[src/hdl/fpc_pkg.sv]
// Shared types, codes and constants for the fp10 converter
package fpc_pkg;

    typedef enum logic [1:0] {
        OP_INT_TO_FP10   = 2'd0,
        OP_FP10_TO_INT   = 2'd1,
        OP_FLOAT_TO_FP10 = 2'd2,
        OP_FP10_TO_FLOAT = 2'd3
    } op_t;

    localparam logic [15:0] FP10_NEG_BITS = 16'hFE00;
    localparam logic [15:0] FP10_INF      = 16'h01F0;
    localparam logic [15:0] FP10_NAN      = 16'h01F1;
    localparam logic [31:0] INT_INVALID   = 32'h8000_0000;
    localparam logic [31:0] F32_INF       = 32'h7F80_0000;
    localparam logic [31:0] F32_NAN       = 32'h7F80_0001;

    typedef struct packed {
        op_t         op;
        logic [31:0] operand;
    } fpc_item_t;

endpackage

[src/hdl/fpc_convert.sv]
// Combinational conversion datapath for all four operations
module fpc_convert
    import fpc_pkg::*;
(
    input  fpc_item_t   item,
    output logic [31:0] result
);

    // Round (mag >> sh) to nearest even; sh in 1..31
    function automatic logic [31:0] round_shift(input logic [31:0] mag, input logic [4:0] sh);
        logic [31:0] q;
        logic [31:0] mask;
        logic [31:0] half;
        logic [31:0] rem;
        q    = mag >> sh;
        mask = (32'd1 << sh) - 32'd1;
        half = 32'd1 << (sh - 5'd1);
        rem  = mag & mask;
        if (rem > half || (rem == half && q[0]))
            q = q + 32'd1;
        return q;
    endfunction

    logic [31:0] v;
    assign v = item.operand;

    // ---------- int32 -> fp10
    logic        i_neg;
    logic [31:0] i_mag;
    logic [4:0]  i_lead;
    logic [31:0] i_q;
    logic [5:0]  i_exp;
    logic [3:0]  i_frac;
    logic [15:0] i_res;

    always_comb
    begin
        i_neg  = v[31];
        i_mag  = i_neg ? (32'd0 - v) : v;
        i_lead = '0;
        for (int k = 0; k < 32; k++)
        begin
            if (i_mag[k])
                i_lead = 5'(k);
        end
        i_q    = '0;
        i_exp  = 6'(i_lead) + 6'd15;
        i_frac = '0;
        if (i_lead > 5'd4)
        begin
            i_q = round_shift(i_mag, i_lead - 5'd4);
            if (i_q == 32'd32)
                i_exp = i_exp + 6'd1;
            i_frac = i_q[3:0];
        end
        else
        begin
            i_frac = 4'((i_mag & ~(32'd1 << i_lead)) << (5'd4 - i_lead));
        end
        if (i_mag == '0)
            i_res = '0;
        else if (i_exp >= 6'd31)
            i_res = (i_neg ? FP10_NEG_BITS : 16'd0) | FP10_INF;
        else
            i_res = (i_neg ? FP10_NEG_BITS : 16'd0) | {7'd0, i_exp[4:0], i_frac};
    end

    // ---------- fp10 -> int32
    logic [4:0]  h_exp;
    logic [31:0] h_mag;
    logic [31:0] h_res;

    always_comb
    begin
        h_exp = v[8:4];
        h_mag = {27'd0, 1'b1, v[3:0]};
        if (h_exp > 5'd19)
            h_mag = h_mag << (h_exp - 5'd19);
        else
            h_mag = h_mag >> (5'd19 - h_exp);
        if (h_exp == 5'd0)
            h_res = '0;
        else if (h_exp == 5'd31)
            h_res = INT_INVALID;
        else
            h_res = v[15] ? (32'd0 - h_mag) : h_mag;
    end

    // ---------- binary32 -> fp10
    logic [15:0] f_sgn;
    logic [7:0]  f_be;
    logic [31:0] f_mant;
    logic [9:0]  f_te;
    logic [9:0]  f_sh;
    logic [31:0] f_q;
    logic [9:0]  f_te2;
    logic [15:0] f_res;

    always_comb
    begin
        f_sgn  = v[31] ? FP10_NEG_BITS : 16'd0;
        f_be   = v[30:23];
        f_mant = {8'd0, 1'b1, v[22:0]};
        f_te   = 10'(f_be) - 10'd112;
        f_sh   = 10'd20 - f_te;
        f_q    = '0;
        f_te2  = f_te;
        f_res  = f_sgn;
        if (f_be == 8'hFF)
            f_res = f_sgn | ((v[22:0] != '0) ? FP10_NAN : FP10_INF);
        else if (f_be == 8'd0)
            f_res = f_sgn;
        else if (!f_te[9] && f_te != 10'd0)
        begin
            f_q = round_shift(f_mant, 5'd19);
            if (f_q == 32'd32)
                f_te2 = f_te + 10'd1;
            if (f_te2 >= 10'd31)
                f_res = f_sgn | FP10_INF;
            else
                f_res = f_sgn | {7'd0, f_te2[4:0], f_q[3:0]};
        end
        else if (f_sh >= 10'd26)
            f_res = f_sgn;
        else
        begin
            f_q   = round_shift(f_mant, f_sh[4:0]);
            f_res = f_sgn | f_q[15:0];
        end
    end

    // ---------- fp10 -> binary32
    logic [31:0] g_sgn;
    logic [4:0]  g_exp;
    logic [3:0]  g_fr;
    logic [1:0]  g_lead;
    logic [31:0] g_res;

    always_comb
    begin
        g_sgn  = {v[15], 31'd0};
        g_exp  = v[8:4];
        g_fr   = v[3:0];
        g_lead = '0;
        for (int k = 0; k < 4; k++)
        begin
            if (g_fr[k])
                g_lead = 2'(k);
        end
        if (g_exp == 5'd31)
            g_res = g_sgn | ((g_fr != '0) ? F32_NAN : F32_INF);
        else if (g_exp != 5'd0)
            g_res = g_sgn | {1'b0, 8'(g_exp) + 8'd112, g_fr, 19'd0};
        else if (g_fr == '0)
            g_res = g_sgn;
        else
            g_res = g_sgn | {1'b0, 8'd109 + 8'(g_lead),
                23'({19'd0, g_fr & ~(4'd1 << g_lead)} << (5'd23 - 5'(g_lead)))};
    end

    always_comb
    begin
        unique case (item.op)
            OP_INT_TO_FP10:   result = {16'd0, i_res};
            OP_FP10_TO_INT:   result = h_res;
            OP_FLOAT_TO_FP10: result = {16'd0, f_res};
            OP_FP10_TO_FLOAT: result = g_res;
            default:          result = g_res;
        endcase
    end

endmodule

[src/hdl/fp10_format_converter.sv]
// Top level: input register, conversion logic, output register
//
//  channel | handshake                 | payload
//  in      | in_valid / in_ready       | operation[1:0], operand[31:0]
//  out     | out_valid / out_ready     | converted[31:0]
//
// One transaction per cycle while out_ready does not stall the output.
// The rate is set by the two-register pipeline: input stage, then result stage.
// Reset clears both valid flags; payload registers are not reset.
// A stall downstream propagates back one stage at a time; in_ready is high
// whenever the input stage is empty or moving forward.
module fp10_format_converter
    import fpc_pkg::*;
(
    input  logic        clk,
    input  logic        rst_n,
    input  logic        in_valid,
    output logic        in_ready,
    input  logic [1:0]  operation,
    input  logic [31:0] operand,
    output logic        out_valid,
    input  logic        out_ready,
    output logic [31:0] converted
);

    fpc_item_t   item_reg;
    logic        item_vld_reg;
    logic [31:0] res_reg;
    logic        res_vld_reg;
    logic [31:0] res_next;
    logic        adv;

    fpc_convert u_convert (
        .item   (item_reg),
        .result (res_next)
    );

    assign adv      = !res_vld_reg || out_ready;
    assign in_ready = !item_vld_reg || adv;

    always_ff @(posedge clk or negedge rst_n)
    begin
        if (!rst_n)
        begin
            item_vld_reg <= 1'b0;
            res_vld_reg  <= 1'b0;
        end
        else
        begin
            if (in_ready)
                item_vld_reg <= in_valid;
            if (adv)
                res_vld_reg <= item_vld_reg;
        end
    end

    always_ff @(posedge clk)
    begin
        if (in_ready && in_valid)
            item_reg <= '{op: op_t'(operation), operand: operand};
        if (adv && item_vld_reg)
            res_reg <= res_next;
    end

    assign out_valid = res_vld_reg;
    assign converted = res_reg;

endmodule

[config.mk]
export PLATFORM = sky130hd
export DESIGN_NAME = fp10_format_converter
export DESIGN_NICKNAME = d
export VERILOG_FILES = /design/src/hdl/fpc_pkg.sv /design/src/hdl/fpc_convert.sv /design/src/hdl/fp10_format_converter.sv
export SDC_FILE = /design/constraint.sdc
export NUM_CORES = 1
export LEC_CHECK = 0
export ABC_AREA = 1
export BUFFER_PORTS_ARGS = -buffer_cell sky130_fd_sc_hd__buf_2
export CAP_MARGIN = 30
export CORE_ASPECT_RATIO = 1.75
export CORE_MARGIN = 2
export CORE_UTILIZATION = 30
export DETAILED_ROUTE_END_ITERATION = 8
export PLACE_DENSITY = 0.49
export SLEW_MARGIN = 15
export SYNTH_ARGS = -nofsm -noshare
export SYNTH_HDL_FRONTEND = slang
export SYNTH_SLANG_ARGS = --single-unit
[constraint.sdc]
create_clock -name clk -period 18.56 [get_ports clk]
set_clock_uncertainty 0.05 [all_clocks]
set_input_delay 3.712 -clock clk [delete_from_list [all_inputs] [get_ports clk]]
set_output_delay 3.712 -clock clk [all_outputs]
set_load 0.01 [all_outputs]
==> parameters.txt <==
Parameter                              Value

Timing
  Highest clock rate ... 0.07972 GHz
  RSZ-0062 raised after global routing ... false
  Number of hold violations in the final report ... 0
  Worst-Margin Slew ... 992.6 ps
  Tightest slew margin relative to the limit ... 0.3332
  Setup total negative slack ... 0 ps
  Final setup viols ... 0
  Share of the clock period used by the worst path after layout ... 0.6759
  Smallest setup slack after layout ... 6016 ps
  Final-report max-slew violation count ... 0
  Post-layout min period ... 12,540 ps

Drt
  Number of detailed-routing iterations run before antenna repair ... 7
  Detailed router's first-iteration violation count ... 1,202
  DRT antenna net count ... 0
  Avg Vias per Cell ... 5.354
  Total wirelength of the detailed-routed design ... 68.90 mm
  DR vias ... 17,550
  Drt wl/cell ... 21.03 um
  DRC violations left ... 0

Setup path
  Maximum fanout count along the critical path ... 49
  Data arrival at the endpoint of the critical path ... 12,600 ps
  Buf/Inv on CP ... 9
  CP Data Required Time ... 18,610 ps
  Total stage count of the critical path ... 68
  Most frequent cell on the critical path ... sky130_fd_sc_hd__nand2_1
  Setup crit start kind ... flip-flop
  Endpoint class of the critical path ... flip-flop
  R2R setup slack ... 6020 ps
  Slowest cell on crit path ... sky130_fd_sc_hd__edfxtp_1
  Worst reg2reg path depth ... 68
  Class of the most critical setup path ... reg2reg
  Gate family responsible for the most delay along the worst path ... simple AND/OR/NAND/NOR gates
  Longest individual stage delay on the worst path ... 620 ps

Clock network
  Total clock buffers created by CTS ... 9
  TritonCTS clock tree ... yes
  Htree depth ... 3
  Maximum clock path buffer count ... 2
  Root Buffer ... sky130_fd_sc_hd__clkbuf_16
  Clock transition time at the flip-flop clock pins of the worst setup and hold paths ... 60 ps
  Hold_buf cts ... 0
  Post CTS Setup Buffer Count ... 0
  Sink Count ... 68
  Post-cts sizing count ... 0
  Clock latency at the later pin of the worst-skew pair ... 380 ps

Placement
  PortBufs ... 71
  Area post-placement ... 16,080 um^2
  Routability congestion estimate ... 1.002
  Pre-CTS setup slack ... 6103 ps
  Post-detail-place hpwl ... 57.69 mm
  Placed cell count ... 3,261

Logic synthesis
  #FFs+latches synth ... 68
  Number of distinct library cells after synthesis ... 73
  Share of synthesized registers carrying an async set or reset ... 0.02941
  Synth top area share ... 0.1567
  Number of enable flip-flop cells after synthesis ... 66
  Synth Warn # ... 0
  Most used standard cell by instance count after synthesis ... sky130_fd_sc_hd__nand2_1
  Top cell type by total area after synthesis ... sky130_fd_sc_hd__nand2_1
  Post-synthesis instance area ... 15,160 um^2
  Post-synthesis sequential area ratio ... 0.1340
  Synth Net Count ... 2,733
  Avg Synthesized Cell Area ... 5.852 um^2
  Most frequently used flop master after synthesis ... sky130_fd_sc_hd__edfxtp_1
  Synthesized instance count ... 2,591
  List of most frequent post-synthesis cells ... 633 x sky130_fd_sc_hd__nand2_1, 334 x sky130_fd_sc_hd__nand3_1, 331 x sky130_fd_sc_hd__nor2_1
  Largest cells by area after synthesis ... sky130_fd_sc_hd__nand2_1 16%, sky130_fd_sc_hd__edfxtp_1 13%, sky130_fd_sc_hd__nand3_1 11%

Power and ir drop
  Power density over the cells ... 70.23 nW/um^2
  Leakage power ... 7.613 nW
  Worst-case vdd ir drop ... 0.04865 mV

Cells and area
  Post-route cell area ... 16,400 um^2
  Number of diodes ... 0
  Number of flip-flops under the largest register name ... 34
  Non-filler instance count after layout ... 3,277
  Ratio of cells with drive above 1 in the final layout ... 0.09805
  Area added between synthesis and finish ... 8.153%
  Net count reported at finish ... 2,748

Hold path
  Type of the tightest min-delay check ... reg2reg
  Hold Path Cell Cnt ... 2

GRT
  Via count of the first global-routing pass ... 17,580
  Pin count of the biggest net entering global routing ... 52
  First-pass GRT wire length ... 103.1 mm
  Gr ovfl total ... 0
  Number of antenna violations at the first check in global routing ... 0
  Gr usage total ... 0.2600

Floorplan
  Floorplan core area ... 50,190 um^2
  Row count ... 109
  Effective utilization at floorplan ... 0.3021
  Ports ... 72
  Die area ... 52,420 um^2
  Die Width ... 173.9 um
  Die Span Y ... 301.4 um

Run
  Maximum Capacitance Violations ... 0

Status
  Result of the run ... complete, no violations
tightest hold or removal path: stages, from the launching register on:
cell	delay, ps
sky130_fd_sc_hd__dfrtp_1	350
sky130_fd_sc_hd__inv_1	80
sky130_fd_sc_hd__nand2_1	70
power breakdown:
group / leakage, nW / internal [W] / total [W] / switching (W)
clock network: 0.149 / 0.000118 / 0.000195 / 0.0000770
logic: 6.80 / 0.000221 / 0.000751 / 0.000531
registers: 0.664 / 0.000189 / 0.000205 / 0.0000162
layout by cell type (no fill, tap or decap), types with 42 or more instances in the layout:
master | netlist | routed
sky130_fd_sc_hd__nand2_1 | 633 | 633
sky130_fd_sc_hd__nand3_1 | 334 | 334
sky130_fd_sc_hd__nor2_1 | 331 | 331
sky130_fd_sc_hd__inv_1 | 294 | 294
sky130_fd_sc_hd__o21ai_0 | 138 | 138
sky130_fd_sc_hd__ha_1 | 104 | 104
sky130_fd_sc_hd__a21oi_1 | 88 | 87
sky130_fd_sc_hd__nor3_1 | 79 | 79
sky130_fd_sc_hd__buf_2 | 21 | 71
sky130_fd_sc_hd__edfxtp_1 | 66 | 66
sky130_fd_sc_hd__xor2_1 | 56 | 56
sky130_fd_sc_hd__nand4_1 | 42 | 42
area by class of cell:
class / instances / area, um^2
well taps: 666 / 833.3
repair buffers: 93 / 540.5
fillers: 5828 / 33790
clock buffers: 10 / 229.0
multi-input cells: 2102 / 11420
clock inverters: 6 / 88.84
inverters: 332 / 1259
flip-flops and latches: 68 / 2032
layer usage:
layer | vias up | wire, um | track usage
met5 | - | 0 | 0
met4 | 0 | 7193 | 0.2381
met3 | 242 | 2144 | 0.02105
met2 | 575 | 37090 | 0.5139
met1 | 8059 | 22470 | 0.2297
li1 | 8669 | - | -
metrics by stage:
step,total power [W],hold slack [ps],util
floorplan,0.0007337,397.1,-
global placement,0.0009471,445.0,0.3199
detailed placement,0.0009527,463.1,0.3204
CTS,0.001152,473.6,0.3267
global route,0.001247,514.2,0.3267
finish,0.001152,471.2,0.3267
worst paths after layout:
| check | start | to |
|---|---|---|
| setup reg to reg | item_reg[4]$_DFFE_PP_ | converted[5]$_DFFE_PP_ |
| hold / removal | item_vld_reg$_DFFE_PN0N_ | out_valid$_DFFE_PN0P_ |
| max in group asynchronous | rst_n | item_vld_reg$_DFFE_PN0N_ |
| min in group asynchronous | rst_n | out_valid$_DFFE_PN0P_ |
| setup / recovery | item_reg[4]$_DFFE_PP_ | converted[5]$_DFFE_PP_ |
| hold reg to reg | item_vld_reg$_DFFE_PN0N_ | out_valid$_DFFE_PN0P_ |
kinds of logic (layout without fill, tap and decap cells):
group,count (synthesis),after routing,share of synthesized area
compound gates,355,355,0.1414
simple gates,1552,1552,0.4665
flops,68,68,0.1340
fa+ha+maj,104,104,0.08582
buf+inv,421,441,0.1142
mux,9,9,0.005942
xor+xnor,82,82,0.05207
Power figures use the tool's default switching activity.
